===== src/hdl/mt_pkg.sv =====
package mt_pkg;

  localparam int STATE_WORDS  = 624;
  localparam int SHIFT_OFFSET = 397;
  localparam int IDX_W        = 10;
  localparam int WORD_W       = 32;

  localparam logic [IDX_W-1:0] LAST_IDX  = IDX_W'(STATE_WORDS - 1);
  localparam logic [IDX_W-1:0] FAR_WRAP  = IDX_W'(STATE_WORDS - SHIFT_OFFSET);
  localparam logic [IDX_W-1:0] FAR_STEP  = IDX_W'(SHIFT_OFFSET);

  localparam logic [WORD_W-1:0] INIT_MULT    = 32'd1812433253;
  localparam logic [WORD_W-1:0] DEFAULT_SEED = 32'd5489;
  localparam logic [WORD_W-1:0] TWIST_XOR    = 32'h9908b0df;
  localparam logic [WORD_W-1:0] HIGH_BIT     = 32'h80000000;
  localparam logic [WORD_W-1:0] LOW_BITS     = 32'h7fffffff;
  localparam logic [WORD_W-1:0] TEMPER_B     = 32'h9d2c5680;
  localparam logic [WORD_W-1:0] TEMPER_C     = 32'hefc60000;

  localparam logic ACT_GEN  = 1'b0;
  localparam logic ACT_SEED = 1'b1;

  typedef logic [WORD_W-1:0] word_t;
  typedef logic [IDX_W-1:0]  idx_t;

  typedef struct packed {
    logic seed_start;
    logic seed_default;
    logic seed_step;
    logic rd_near;
    logic rd_far;
    logic commit;
  } mt_cmd_t;

  typedef struct packed {
    logic seed_last;
    logic out_full;
  } mt_sts_t;

  function automatic word_t mt_twist(word_t a, word_t b, word_t c);
    word_t y;
    word_t v;
    y = (a & HIGH_BIT) | (b & LOW_BITS);
    v = c ^ (y >> 1);
    if (y[0]) begin
      v = v ^ TWIST_XOR;
    end
    return v;
  endfunction

  function automatic word_t mt_temper(word_t x);
    word_t y;
    y = x ^ (x >> 11);
    y = y ^ ((y << 7) & TEMPER_B);
    y = y ^ ((y << 15) & TEMPER_C);
    y = y ^ (y >> 18);
    return y;
  endfunction

endpackage


===== src/hdl/mt_ctrl.sv =====
module mt_ctrl import mt_pkg::*; (
  input  logic    clk,
  input  logic    rst_n,
  input  logic    in_valid,
  input  logic    in_action,
  output logic    in_ready,
  input  mt_sts_t sts,
  output mt_cmd_t cmd
);

  localparam logic [2:0] S_IDLE = 3'd0;
  localparam logic [2:0] S_SEED = 3'd1;
  localparam logic [2:0] S_NEAR = 3'd2;
  localparam logic [2:0] S_FAR  = 3'd3;
  localparam logic [2:0] S_DONE = 3'd4;

  logic [2:0] state_r, state_nxt;
  logic       seeded_r, seeded_nxt;
  logic       gen_pend_r, gen_pend_nxt;
  logic       accept;

  assign in_ready = (state_r == S_IDLE);
  assign accept   = in_valid && in_ready;

  always_comb begin
    state_nxt    = state_r;
    seeded_nxt   = seeded_r;
    gen_pend_nxt = gen_pend_r;
    cmd          = '0;
    case (state_r)
      S_IDLE: begin
        if (accept) begin
          if (in_action == ACT_SEED) begin
            cmd.seed_start = 1'b1;
            gen_pend_nxt   = 1'b0;
            state_nxt      = S_SEED;
          end else if (!seeded_r) begin
            cmd.seed_start   = 1'b1;
            cmd.seed_default = 1'b1;
            gen_pend_nxt     = 1'b1;
            state_nxt        = S_SEED;
          end else begin
            state_nxt = S_NEAR;
          end
        end
      end
      S_SEED: begin
        cmd.seed_step = 1'b1;
        if (sts.seed_last) begin
          seeded_nxt = 1'b1;
          state_nxt  = gen_pend_r ? S_NEAR : S_IDLE;
        end
      end
      S_NEAR: begin
        cmd.rd_near = 1'b1;
        state_nxt   = S_FAR;
      end
      S_FAR: begin
        cmd.rd_far = 1'b1;
        state_nxt  = S_DONE;
      end
      S_DONE: begin
        if (!sts.out_full) begin
          cmd.commit = 1'b1;
          state_nxt  = S_IDLE;
        end
      end
      default: begin
        state_nxt = S_IDLE;
      end
    endcase
  end

  always_ff @(posedge clk) begin
    if (!rst_n) begin
      state_r    <= S_IDLE;
      seeded_r   <= 1'b0;
      gen_pend_r <= 1'b0;
    end else begin
      state_r    <= state_nxt;
      seeded_r   <= seeded_nxt;
      gen_pend_r <= gen_pend_nxt;
    end
  end

`ifndef SYNTHESIS
  a_seed_before_read: assert property (@(posedge clk) disable iff (!rst_n)
    (cmd.rd_near || cmd.rd_far || cmd.commit) |-> seeded_r)
    else $error("table read before seeding");

  a_seed_ends_flagged: assert property (@(posedge clk) disable iff (!rst_n)
    (cmd.seed_step && sts.seed_last) |=> seeded_r)
    else $error("seeded flag not set after fill");

  a_near_then_far: assert property (@(posedge clk) disable iff (!rst_n)
    cmd.rd_near |=> cmd.rd_far)
    else $error("far read did not follow near read");
`endif

endmodule


===== config.mk =====
export PLATFORM = sky130hd
export DESIGN_NAME = mt_ctrl
export DESIGN_NICKNAME = d
export VERILOG_FILES = /design/src/hdl/mt_pkg.sv /design/src/hdl/mt_ctrl.sv
export SDC_FILE = /design/constraint.sdc
export NUM_CORES = 1
export LEC_CHECK = 0
export ABC_CLOCK_PERIOD_IN_PS = 1600
export BUFFER_PORTS_ARGS = -buffer_cell sky130_fd_sc_hd__buf_2
export CAP_MARGIN = 20
export CORE_AREA = 2 2 39 41
export DETAILED_ROUTE_END_ITERATION = 12
export DIE_AREA = 0 0 41 43
export PLACE_DENSITY = 0.53
export SYNTH_ARGS = -nofsm -noshare
export SYNTH_HDL_FRONTEND = slang
export SYNTH_SLANG_ARGS = --single-unit

===== constraint.sdc =====
create_clock -name clk -period 1.6 [get_ports clk]
set_input_delay 0.08 -clock clk [delete_from_list [all_inputs] [get_ports clk]]
set_output_delay 0.08 -clock clk [all_outputs]
set_load 0.1 [all_outputs]

# Word-level counts from Yosys, hierarchy flattened
# Cells that the tools add are included.
dict set report totals {
  register_bits 5
  in_bits 6
  out_inout_bits 7
  wordCells 35
}
dict set report op_classes {
  eq_ne 8
  muxes 19
  reduce_logical 5
}
# op n
set ops {}
lappend ops {{case mux 3 bit (5 select lines)} 1}
lappend ops {{two-way mux 3 bit} 4}
lappend ops {{two-way mux 2 bit} 5}
lappend ops {{two-way mux 1 bit} 9}
lappend ops {{== test 3 x 2 -> 1 bit (second input constant)} 2}
lappend ops {{!= test 2 bit (second input constant)} 3}
lappend ops {{AND reduction 3 bit} 2}
lappend ops {{== test 3 x 1 -> 1 bit (second input constant)} 1}
lappend ops {{== test 3 bit (second input constant)} 1}
lappend ops {{logical NOT 3 bit} 1}
lappend ops {{!= test 2 x 1 -> 1 bit (second input constant)} 1}
lappend ops {{AND reduction 2 bit} 1}
lappend ops {{logical AND 1 bit} 1}

# Depth between registers and ports, before layout
dict set report depth {
  depth_word 4
  depth_mapped 4
  ltp_nobuf 3
}

# Worst setup path after synthesis
# No wires, ideal clock.
dict set report synth_path {
  path_kind {register to register}
  startpoint {register state_r[0]}
  endpoint {register seeded_r}
  setup_ns 0.059
  t_arrival_ns 3.143
  required_time_ns 1.541
  path_slack_ns -1.602
  path_stages_with_launch 5
  n_path_buf 1
  period_less_slack_ns 3.202
  cell_sequence {dfxtp_1 buf_2 nor3b_1 a21o_1 and2_1}
}
dict set report synth_via {
  elab_chain_len 2
}
# item line
set synth_rtl {}
lappend synth_rtl {{start, declared} mt_ctrl.sv:17} ;# logic [2:0] state_r, state_nxt;
lappend synth_rtl {{start signal, assigned} mt_ctrl.sv:80} ;# state_r <= state_nxt;
lappend synth_rtl {{== test 3 x 1 -> 1 bit} mt_ctrl.sv:30} ;# case (state_r)
lappend synth_rtl {{AND reduction 2 bit (no source line)} -}
lappend synth_rtl {{end signal, assigned} mt_ctrl.sv:81} ;# seeded_r <= seeded_nxt;
lappend synth_rtl {{end, declared} mt_ctrl.sv:18} ;# logic seeded_r, seeded_nxt;
# No other way between the ends.
# A chain may end at the register's enable or synchronous reset.

==> reports/metrics.yaml <==
worst_setup_path:
  regToRegSetupSlack_ns: 0.42
  cp_data_required_time_ns: 1.52
  worst_setup_path_start_kind: "flop"
  crit_type: "flop to output pin"
  crit_path_end_kind: "output pin"
  critPathMaxStageDelay_ns: 0.58
  crit_chain: "or4b_4 -> nor3_4 -> buf_12"
  r2r_cells: 3
  reg2reg_from: "seeded_r"
  cp_num_buf_inv: 1
  critPathArrivalTime_ns: 1.50
  cp_slowest_cell: "or4b_4"
  worstPathMaxFanout: 3
  worstReg2RegEnd: "state_r[1]"
  cp_top_family: "simple AND/OR/NAND/NOR gates"
run:
  drv_cap: 0
synth:
  synth_compound_gate_area_share_pct: 18.5
  synth_fa_ha_area_share_pct: 0
  avgSynthCellArea_sq_um: 8.51
  yosys.area.top_type: "dfxtp_1"
  synth_cell_types: 24
  synth_flop_cell: "dfxtp_1"
  ys_seq_elements: 5
  ys_warn_count: 0
  synth_top_family_by_area: "simple AND/OR/NAND/NOR gates"
  async_flop_share_pct: 0
  synth_xor_area_share_pct: 0
  synthMuxAreaShare_pct: 0
  synth-edff-count: 0
  synth_seq_area_share_pct: 33.6
  synthesis.area_sq_um: 298
  syn-instance-count: 35
  synthSimpleGateAreaFrac_pct: 41.2
  ys_top_cells_by_area: "dfxtp_1, nor3b_1, or4b_4, nand2b_1, nor2b_1"
  yosys-top-cells-count: "dfxtp_1, nor2_1"
  synth_top_area_share_pct: 33.6
  syn_nets: 41
  yosysMostFrequentCell: "dfxtp_1"
timing:
  max_freq_ghz: 0.632
  worst_pin_slew_ns: 0.483
  relSlewSlack_pct: 68.0
  period_share_pct: 98.9
  finalHoldViolCount: 0
  drv_slew: 0
  finalSetupViolations: 0
  hold-worst-slack_ns: 0.0968
  rsz0062_at_grt: "true"
  fin_crit_ns: 1.58
  fin_skew_ns: 0.00517
finish:
  design_area_sq_um: 522
  fillers: 151
  final_nets: 59
  layout-drive-gt1-share_pct: 55.8
  areaGrowthSynthToFinish_pct: 75.2
  seq_area_sq_um: 101
  final_util_pct: 37.7
  antenna_cells: 0
  fin_cells: 68
  multiInputGateArea_sq_um: 226
die:
  initial_core_util_pct: 21.5
  die_area_sq_mm: 0.00176
  core_area_sq_mm: 0.00138
  fp.dieW_microns: 41
  ioPinCount: 13
  row_count: 14
  die_y_microns: 43
hold_path:
  hp-class: "primary input to flop"
  worstHoldStart: "rst_n"
  min_path_cells: 2
  hold_end: "seeded_r"
power:
  powerDensity_mw_per_mm2: 924
  p_leak_nw: 0.238
  ir_drop_uv: 349
detailed_routing:
  avgRoutedWirePerCell_microns: 10.5
  totalWireLength_microns: 715
  vias_per_cell: 4.38
  dr.pass1.iters: 4
  drtAntennaViolNets: 0
  vias: 298
  drc: 0
  drt_iter0_markers: 6
global_routing:
  antenna_found_initial: 0
  grt.total_usage_pct: 9.76
  grt_max_degree: 11
  grt_pass1_wl_microns: 1080
  grt_pass1_vias: 249
  grt-ovfl-total: 0
cts:
  htree_levels: 1
  cts_root_buf: "clkbuf_4"
  clk_latency_ns: 0.24
  cts_hold_buffers: 0
  cts_buffer_depth: 2
  clkTransAtPathRegs_ns: 0.05
  tritoncts: "yes"
  clock_sink_count: 5
  numCtsBuffers: 3
  postCtsSetupBuffers: 0
  cts-resized-gates: 0
placed_design:
  routabilityCongestion: 0.759
  dp.cells: 64
  dpl.hpwl_microns: 604
  io_buffers: 12
  post_dp_cell_area_sq_um: 494
outcome:
  status: "completed"
[cell usage in the layout, fill, tap and decap left out, drive strengths merged]
cell,synthesis,routed
nand2b,2,2
nand3,1,1
a21oi,1,1
nor2b,2,2
and3b,2,2
and2,1,1
o21ai,2,2
or4b,1,1
a31oi,1,1
nor3,2,2
a221oi,1,1
nor2,4,4
dfxtp,5,5
nand3b,1,1
clkinv,0,1
nor3b,2,2
a21o,1,1
clkbuf,0,3
buf,2,15
inv,1,1
o21bai,1,1
nand2,1,1
o211a,1,1
[timing repair]
item	CTS	global route
gates cloned	0	0
pin swaps	1	0
endpoints found under the setup margin	1	1
[per-layer routing]
metal / wire length, microns / part of all wire [%] / GRT usage, %
met5: 0 / 0 / 0
met4: 14 / 2.0 / 4.00
met3: 33 / 4.6 / 7.85
met2: 335 / 47 / 11.3
met1: 331 / 46 / 12.9
[registers in the layout, summed over array words and instances (netlist names)]
| name | count |
|---|---|
| state_r | 3 |
| gen_pend_r | 1 |
| seeded_r | 1 |
[worst max path at each step]
| stage | start | to | cells after the start |
|---|---|---|---|
| after floorplan | state_r[1] | cmd[4] | 3 |
| after global routing | state_r[0] | cmd[4] | 3 |
| final | state_r[0] | cmd[4] | 3 |
| after global placement | state_r[0] | cmd[4] | 3 |
| after CTS | state_r[0] | cmd[4] | 3 |
| after detailed placement | state_r[0] | cmd[4] | 3 |
[stage by stage]
step / setup WS, ns / setup TNS (ns) / total power [mW]
after floorplan: -0.236 / -0.508 / 0.289
after global placement: 0.237 / 0 / 0.342
after detailed placement: 0.226 / 0 / 0.342
after CTS: 0.00245 / 0 / 0.492
after global routing: -0.0206 / -0.0206 / 0.513
final: 0.0172 / 0 / 0.482
[logic make-up after synthesis]
logic type | Yosys count
and+or+nand+nor | 19
buffers and inverters | 3
DFF | 5
AOI/OAI and AO/OA | 8
[area by class of cell]
type / count / share of cell area [%]
clock buffers: 3 / 4.32
clock inverters: 1 / 0.959
inverters: 1 / 0.719
multi-input cells: 27 / 43.4
flip-flops and latches: 5 / 19.4
well taps: 16 / 3.84
repair buffers: 15 / 27.3
[where the power goes]
group	total, mW	leakage [nW]	switching (mW)	internal, mW
clock network	0.144	0.0177	0.0538	0.0905
registers	0.139	0.0415	0.00643	0.133
logic	0.198	0.178	0.128	0.0706
total	0.482	0.238	0.188	0.294
Note: power is estimated with default switching activity, not from simulation.
